**src/hw/rtl/hbs_pkg.sv**
```systemverilog
// hbs_pkg: types, codes and constants for the hypercolumn bilinear sampler
// used by hbs_ctrl, hbs_dp and hypercolumn_bilinear_sampler_unit
package hbs_pkg;

	localparam int DEF_MAX_WIDTH    = 64;
	localparam int DEF_MAX_HEIGHT   = 64;
	localparam int DEF_MAX_CHANNELS = 16;
	localparam int RESULT_LIMIT     = 16;

	localparam int DIV_STEPS    = 12;
	localparam int FDIV_STEPS   = 16;
	localparam int NB_COUNT     = 4;
	localparam int DRAIN_CYCLES = 2;
	localparam int ACC_W        = 56;

	typedef struct packed {
		logic               action;
		logic [3:0]         load_channel;
		logic [5:0]         load_row;
		logic [5:0]         load_col;
		logic signed [15:0] load_value;
		logic [10:0]        point_x;
		logic [10:0]        point_y;
	} in_word_t;

	typedef struct packed {
		logic [3:0]         out_channel;
		logic signed [15:0] feature;
		logic               last;
	} out_word_t;

	typedef enum logic [1:0] {
		CFG_POOL     = 2'd0,
		CFG_WIDTH    = 2'd1,
		CFG_HEIGHT   = 2'd2,
		CFG_CHANNELS = 2'd3
	} cfg_idx_t;

	typedef enum logic [3:0] {
		ST_IDLE,
		ST_DIV,
		ST_GEO,
		ST_AXS,
		ST_WPROD,
		ST_RD,
		ST_DRAIN,
		ST_FINIT,
		ST_FDIV,
		ST_EMIT
	} state_t;

	typedef struct packed {
		logic       load_wr;
		logic       query_load;
		logic       div_step;
		logic       geo;
		logic       axs;
		logic       wprod;
		logic       rd;
		logic [1:0] nb;
		logic       acc_clr;
		logic       finit;
		logic       fdiv_step;
		logic       emit;
	} cmd_t;

	typedef struct packed {
		logic last_ch;
	} stat_t;

endpackage

```
**src/hw/rtl/hbs_ctrl.sv**
```systemverilog
// hbs_ctrl: sequencer of the sampler, drives the datapath by command word
// depends on hbs_pkg
module hbs_ctrl (
	input  logic          clk,
	input  logic          arst_n,
	input  logic          start,
	input  logic          action,
	input  hbs_pkg::stat_t stat,
	output hbs_pkg::cmd_t  cmd,
	output logic          busy
);
	import hbs_pkg::*;

	state_t     state_q, state_d;
	logic [3:0] cnt_q;

	always_ff @(posedge clk or negedge arst_n) begin
		if (!arst_n) begin
			state_q <= ST_IDLE;
			cnt_q   <= '0;
		end else begin
			state_q <= state_d;
			cnt_q   <= (state_d != state_q) ? 4'd0 : cnt_q + 4'd1;
		end
	end

	always_comb begin
		state_d = state_q;
		case (state_q)
			ST_IDLE:  if (start && action) state_d = ST_DIV;
			ST_DIV:   if (cnt_q == 4'(DIV_STEPS - 1)) state_d = ST_GEO;
			ST_GEO:   state_d = ST_AXS;
			ST_AXS:   state_d = ST_WPROD;
			ST_WPROD: state_d = ST_RD;
			ST_RD:    if (cnt_q == 4'(NB_COUNT - 1)) state_d = ST_DRAIN;
			ST_DRAIN: if (cnt_q == 4'(DRAIN_CYCLES - 1)) state_d = ST_FINIT;
			ST_FINIT: state_d = ST_FDIV;
			ST_FDIV:  if (cnt_q == 4'(FDIV_STEPS - 1)) state_d = ST_EMIT;
			ST_EMIT:  state_d = stat.last_ch ? ST_IDLE : ST_RD;
			default:  state_d = ST_IDLE;
		endcase
	end

	always_comb begin
		cmd            = '0;
		cmd.nb         = cnt_q[1:0];
		cmd.load_wr    = (state_q == ST_IDLE) && start && !action;
		cmd.query_load = (state_q == ST_IDLE) && start && action;
		cmd.div_step   = (state_q == ST_DIV);
		cmd.geo        = (state_q == ST_GEO);
		cmd.axs        = (state_q == ST_AXS);
		cmd.wprod      = (state_q == ST_WPROD);
		cmd.rd         = (state_q == ST_RD);
		cmd.acc_clr    = (state_q == ST_WPROD) || (state_q == ST_EMIT);
		cmd.finit      = (state_q == ST_FINIT);
		cmd.fdiv_step  = (state_q == ST_FDIV);
		cmd.emit       = (state_q == ST_EMIT);
		busy           = (state_q != ST_IDLE);
	end

endmodule

```
**config.mk**
```make
export PLATFORM = sky130hd
export DESIGN_NAME = hbs_ctrl
export DESIGN_NICKNAME = d
export VERILOG_FILES = /design/src/hw/rtl/hbs_pkg.sv /design/src/hw/rtl/hbs_ctrl.sv
export SDC_FILE = /design/constraint.sdc
export NUM_CORES = 1
export LEC_CHECK = 0
export BUFFER_PORTS_ARGS = -buffer_cell sky130_fd_sc_hd__buf_2
export CAP_MARGIN = 20
export CORE_MARGIN = 2
export CORE_UTILIZATION = 25
export CTS_CLUSTER_SIZE = 25
export DETAILED_ROUTE_END_ITERATION = 8
export HOLD_SLACK_MARGIN = 0.05
export SLEW_MARGIN = 20
export SYNTH_ARGS = -nofsm -noshare
export SYNTH_HDL_FRONTEND = slang
export SYNTH_SLANG_ARGS = --single-unit
export TNS_END_PERCENT = 30
```
**constraint.sdc**
```tcl
create_clock -name clk -period 4.6 [get_ports clk]
set_clock_uncertainty 0.05 [all_clocks]
set_input_delay 0.69 -clock clk [delete_from_list [all_inputs] [get_ports clk]]
set_output_delay 0.69 -clock clk [all_outputs]
set_load 0.03 [all_outputs]
```
==> results of run 1 <==
## cells in the mapped netlist, drive strengths merged
cell type / count / share of area [%]
xor2: 2 / 2.8
o22ai: 2 / 2.0
nand2: 3 / 1.8
nor2: 9 / 6.5
xnor2: 3 / 4.2
nor4: 4 / 7.3
nand2b: 5 / 6.1
o21a: 1 / 1.2
dfrtp: 8 / 32
a31oi: 1 / 3.4
or4b: 1 / 2.2
o21ai: 1 / 0.79
o32ai: 1 / 1.4
nand4bb: 1 / 1.8
nor2b: 1 / 0.99
ha: 2 / 4.0
a21oi: 1 / 0.79
and2: 1 / 0.99
nand3: 2 / 1.6
buf: 6 / 8.9
inv: 6 / 3.6
and3: 1 / 0.99
a211oi: 1 / 1.2
nor3: 5 / 4.0
## power breakdown
group          internal [mW]  switching, mW
Clock                 0.0296         0.0208
Sequential            0.0960         0.0569
Combinational          0.124          0.202
Total                  0.250          0.280
## per-layer routing
layer	global-route usage, %	part of all wire, %	up-vias
met5	0	0	-
met4	2.50	0	0
met3	3.28	7.1	0
met2	17.3	49	19
met1	11.6	44	244
li1	-	-	264
## registers in the layout, indices dropped and copies added (netlist names)
signal	count
state_q	4
cnt_q	4
## stage by stage
stage	setup slack [ps]	power, mW	util (%)
final	2170	0.530	29.8
after global routing	2050	0.581	29.8
after CTS	2170	0.537	29.8
after detailed placement	2440	0.482	28.9
after global placement	2470	0.475	28.9
after floorplan	2100	0.439	-
## area by class of cell
| type | count | area share, % |
|---|---|---|
| multi-input cells | 48 | 48.6 |
| flip-flops and latches | 8 | 27.6 |
| repair buffers | 18 | 12.4 |
| well taps | 30 | 5.17 |
| clock buffers | 3 | 3.10 |
| inverters | 6 | 3.10 |
## logic make-up after synthesis
family / synth area share [%]
and+or+nand+nor: 34.3
buffers and inverters: 12.5
AOI/OAI and AO/OA: 10.7
DFF: 31.7
xor gates and xnor gates: 6.93
adders and majority gates: 3.96
## final timing paths
check | from | to | slack [ps]
setup / recovery | state_q[2] | cmd[1] | 2170
hold / removal | arst_n | state_q[2] | 230
setup reg to reg | state_q[2] | cnt_q[3] | 2740
hold reg to reg | cnt_q[0] | cnt_q[0] | 470
max in group asynchronous | arst_n | cnt_q[0] | 4100
min in group clk | cnt_q[0] | cnt_q[0] | 470
==> summary.md, run 1 <==
| Metric | Value |
|---|---|
| Clock root cell | `clkbuf_4` |
| Finish-stage setup viols | `0` |
| Delay-heaviest family, CP | `simple AND/OR/NAND/NOR gates` |
| CP Class | `reg2out` |
| Gate Count Post-Synth | `68` |
| Worst-margin pin slew | `488 ps` |
| Setup bufs post-CTS | `0` |
| RSZ-0062 raised after global routing | `false` |
| Placed insts | `110` |
| Vias in the first global route | `480` |
| Arrival time at the worst endpoint | `1690 ps` |
| Wire length per cell | `11.9 µm` |
| Remaining global-route overflow | `0` |
| Commonest non-fill, non-tap cell in the layout | `buf_2` |
| Mapped Nets | `75` |
| All-Layer GR Usage | `9.89%` |
| Seq/Total Area, Yosys | `31.7%` |
| Peak supply drop | `0.248 mV` |
| Final #Nets | `92` |
| Post-synth cell types | `29` |
| Final Cycle Share | `52.7%` |
| Total Routed Length | `1.35 mm` |
| CP Buf/Inv Count | `2` |
| Routability-driven placement congestion ratio | `0.846` |
| Vias/cell | `4.66` |
| Worst Reg2Reg Path Length in Cells | `5` |
| CP max stage delay | `640 ps` |
| Register area | `200 µm²` |
| Status | `completed` |
| Critical Path RT | `3860 ps` |
| Worst-path clk slew | `50 ps` |
| Leakage | `0.347 nW` |
| Fmax | `0.412 GHz` |
| Max Root-Sink Buffers | `2` |
| Initial DRC Count | `16` |
| Max-slew headroom | `67.5%` |
| Total negative slack | `0 ps` |
| Most frequent cells in the layout | `buf_2 (18), nor2_1 (8), dfrtp_1 (8), inv_1 (6), nor3_1 (5)` |
| Synthesis Warnings | `0` |
| Row cnt | `18` |
| Layout cell share with drive strength beyond 1 | `32.5%` |
| Startpoint Class | `flip-flop` |
| Initial antenna violation count | `0` |
| First-pass GRT wire length | `2.07 mm` |
| DRT antenna net count | `0` |
| DRC viols | `0` |
| CTS tree | `done` |
| Synth Register Bits | `8` |
| Fillers | `269` |
| First-pass DRT Iterations | `4` |
| Finished Cell Area | `726 µm²` |
| Dpl cell area | `703 µm²` |
| Ordered list of cells on the worst path | `or4b_4 > inv_1 > buf_2` |
| Crit path depth | `3` |
| Post-DP HPWL | `1.07 mm` |
| I/O pins | `19` |
| H-tree level count | `1` |
| Post-cts resize count | `0` |
| CTS Hold Bufs | `0` |
| Clock Sink Count | `8` |
| Initial core utilization | `26.0%` |
| Synth-to-Final Area Change | `14.9%` |
| CP max FO | `12` |
| Cell Pwr Density | `730 mW/mm²` |
| Number of max-cap violations | `0` |
| Syn avg cell area | `9.29 µm²` |
| # port buffers | `18` |
| Die W | `54.3 µm` |
| Worst hold path type | `in2async` |
| Vias post-DR | `527` |
| Mapped Area | `632 µm²` |
| Crit end category | `primary output` |
| Min Hold Slack | `229 ps` |
| Clk_lat worst skew | `240 ps` |
| Max Slew Vio Count | `0` |
| CTS Buf Count | `3` |
| Slowest CP cell | `or4b_4` |
| Ant diodes | `0` |
| Die H | `54.3 µm` |
| Multi-input gate area | `353 µm²` |
| Std-Cell Core Area | `0.00243 mm²` |
| Die area | `0.00295 mm²` |
| Fin. Hold Viols | `0` |
| Final critical-path required period | `2430 ps` |
| Largest net degree at the start of global routing | `14` |
| Post-route insts no fill | `113` |
(Power assumes the default switching activity.)
==> run 2, diff against run 1 <==
- clock period: 4.6 -> 2.4 ns (I/O delays scaled with it)
==> summary.md, run 2 (synthesized netlist as in run 1, its figures left out) <==
| Metric | Value |
|---|---|
| Status | `completed (unchanged)` |
| Arrival time at the worst endpoint | `1720 ps (was 1690 ps)` |
| Total Routed Length | `1.31 mm (was 1.35 mm)` |
| Crit end category | `primary output (unchanged)` |
| Ant diodes | `0 (unchanged)` |
| Initial core utilization | `26.0% (unchanged)` |
| Die area | `0.00295 mm² (unchanged)` |
| DRT antenna net count | `0 (unchanged)` |
| Delay-heaviest family, CP | `simple AND/OR/NAND/NOR gates (unchanged)` |
| Final #Nets | `93 (was 92)` |
| Crit path from | `state_q[2] (unchanged)` |
| Commonest non-fill, non-tap cell in the layout | `buf_2 (unchanged)` |
| Max Root-Sink Buffers | `2 (unchanged)` |
| Max-slew headroom | `67.5% (about the same)` |
| Worst-margin pin slew | `487 ps (was 488 ps)` |
| Final Cycle Share | `88.7%` |
| Peak supply drop | `0.417 mV (was 0.248 mV)` |
| CP Class | `reg2out (unchanged)` |
| Vias/cell | `4.49 (was 4.66)` |
| Die W | `54.3 µm (unchanged)` |
| Worst hold path type | `in2reg (was in2async)` |
| Most frequent cells in the layout | `buf_2 (18), nor2_1 (8), dfrtp_1 (8), inv_1 (6), nor3_1 (5) (unchanged)` |
| Vias post-DR | `512 (was 527)` |
| RSZ-0062 raised after global routing | `false (unchanged)` |
| All-Layer GR Usage | `10.2% (was 9.89%)` |
| First-pass GRT wire length | `2.14 mm (was 2.07 mm)` |
| Std-Cell Core Area | `0.00243 mm² (unchanged)` |
| Die H | `54.3 µm (unchanged)` |
| Hold path startpoint | `stat` |
| Slowest CP cell | `dfrtp_1 (was or4b_4)` |
| Wire length per cell | `11.5 µm (was 11.9 µm)` |
| CTS tree | `done (unchanged)` |
| Ordered list of cells on the worst path | `nor4_2 > and3_1 > buf_2 (was or4b_4 > inv_1 > buf_2)` |
| Routability-driven placement congestion ratio | `0.831 (was 0.846)` |
| DRC viols | `0 (unchanged)` |
| Synth-to-Final Area Change | `16.4% (was 14.9%)` |
| Largest net degree at the start of global routing | `14 (unchanged)` |
| Reg-to-reg critical path startpoint | `state_q[2] (unchanged)` |
| Critical Path RT | `1990 ps (was 3860 ps)` |
| Startpoint Class | `flip-flop (unchanged)` |
| Clock Sink Count | `8 (unchanged)` |
| Clk_lat worst skew | `240 ps (about the same)` |
| Layout cell share with drive strength beyond 1 | `32.1% (was 32.5%)` |
| Fmax | `0.470 GHz` |
| CTS Buf Count | `3 (unchanged)` |
| Cell Pwr Density | `1380 mW/mm² (was 730 mW/mm²)` |
| Remaining global-route overflow | `0 (unchanged)` |
| Post-DP HPWL | `1.02 mm (was 1.07 mm)` |
| Top Usage Layer GRT | `met2 (unchanged)` |
| Power, Total | `1.01 mW (was 0.530 mW)` |
| Leakage | `0.351 nW (was 0.347 nW)` |
| Met1 Use GR | `12.3% (was 11.6%)` |
| # port buffers | `18 (unchanged)` |
| Setup bufs post-CTS | `0 (unchanged)` |
| Fin. Hold Viols | `0 (unchanged)` |
| Finish-stage setup viols | `0 (unchanged)` |
| Met3 Use GR | `4.10% (was 3.28%)` |
| Max Slew Vio Count | `0 (unchanged)` |
| Worst-path clk slew | `50 ps (about the same)` |
| CP max stage delay | `550 ps (was 640 ps)` |
| H-tree level count | `1 (unchanged)` |
| Row cnt | `18 (unchanged)` |
| Total negative slack | `0 ps (unchanged)` |
| CP max FO | `12 (unchanged)` |
| Clock root cell | `clkbuf_4 (unchanged)` |
| Regs by FF count | `cnt_q (4), state_q (4) (unchanged)` |
| Number of max-cap violations | `0 (unchanged)` |
| Final critical-path required period | `2130 ps` |
| I/O pins | `19 (unchanged)` |
| CP Buf/Inv Count | `1 (was 2)` |
| GRT met2 Usage | `16.9% (was 17.3%)` |
| Vias in the first global route | `483 (was 480)` |
| First-pass DRT Iterations | `4 (unchanged)` |
| Initial DRC Count | `10 (was 16)` |
| Initial antenna violation count | `0 (unchanged)` |
## run 2: power breakdown
part	total (mW)	switching [mW]	internal, mW
combinational	0.624	0.385	0.240
clock	0.0974	0.0405	0.0569
sequential	0.290	0.106	0.184
total	1.01	0.531	0.481
## run 2: layout make-up
type	count	area, µm²
Fill cell	265	1700
Multi-Input combinational cell	48	353
Sequential cell	8	200
Timing Repair Buffer	19	100
Tap cell	30	37.5
Clock buffer	3	22.5
Inverter	6	22.5
## run 2: routing by layer
| layer | up-vias | part of all wire, % |
|---|---|---|
| met5 | - | 0 |
| met4 | 0 | 0 |
| met3 | 0 | 9.5 |
| met2 | 24 | 45 |
| met1 | 227 | 46 |
| li1 | 261 | - |
## run 2: metrics by stage
stage	worst slack, ps	hold WS (ps)	std cells	utilization [%]	area [µm²]
CTS	255	276	114	30.2	736
global route	181	295	114	30.2	736
global placement	592	162	110	28.9	703
finish	271	291	114	30.2	736
detailed placement	534	163	110	28.9	703
floorplan	232	14.4	68	-	632
## run 2: worst register-to-register path: cells and delay by family, from the launching register on
kind            cells  cell delay [ps]
flops               1              550
simple gates        4              910
compound gates      1              200
## run 2: path summary, 6_finish.rpt
path / slack (ps) / depth (start not counted) / to
worst max-delay path: 270 / 3 / cmd[11]
worst min-delay path: 290 / 2 / state_q[2]
worst max register to register: 570 / 5 / cnt_q[3]
worst min register to register: 470 / 1 / cnt_q[0]
max in group asynchronous: 1700 / 2 / state_q[0]
min in group asynchronous: 440 / 2 / state_q[2]
## run 2: repair_timing
item / CTS / global route
hold endpoints to repair: 8 / 0
hold buffers: 1 / 0
resized for setup: 0 / 0
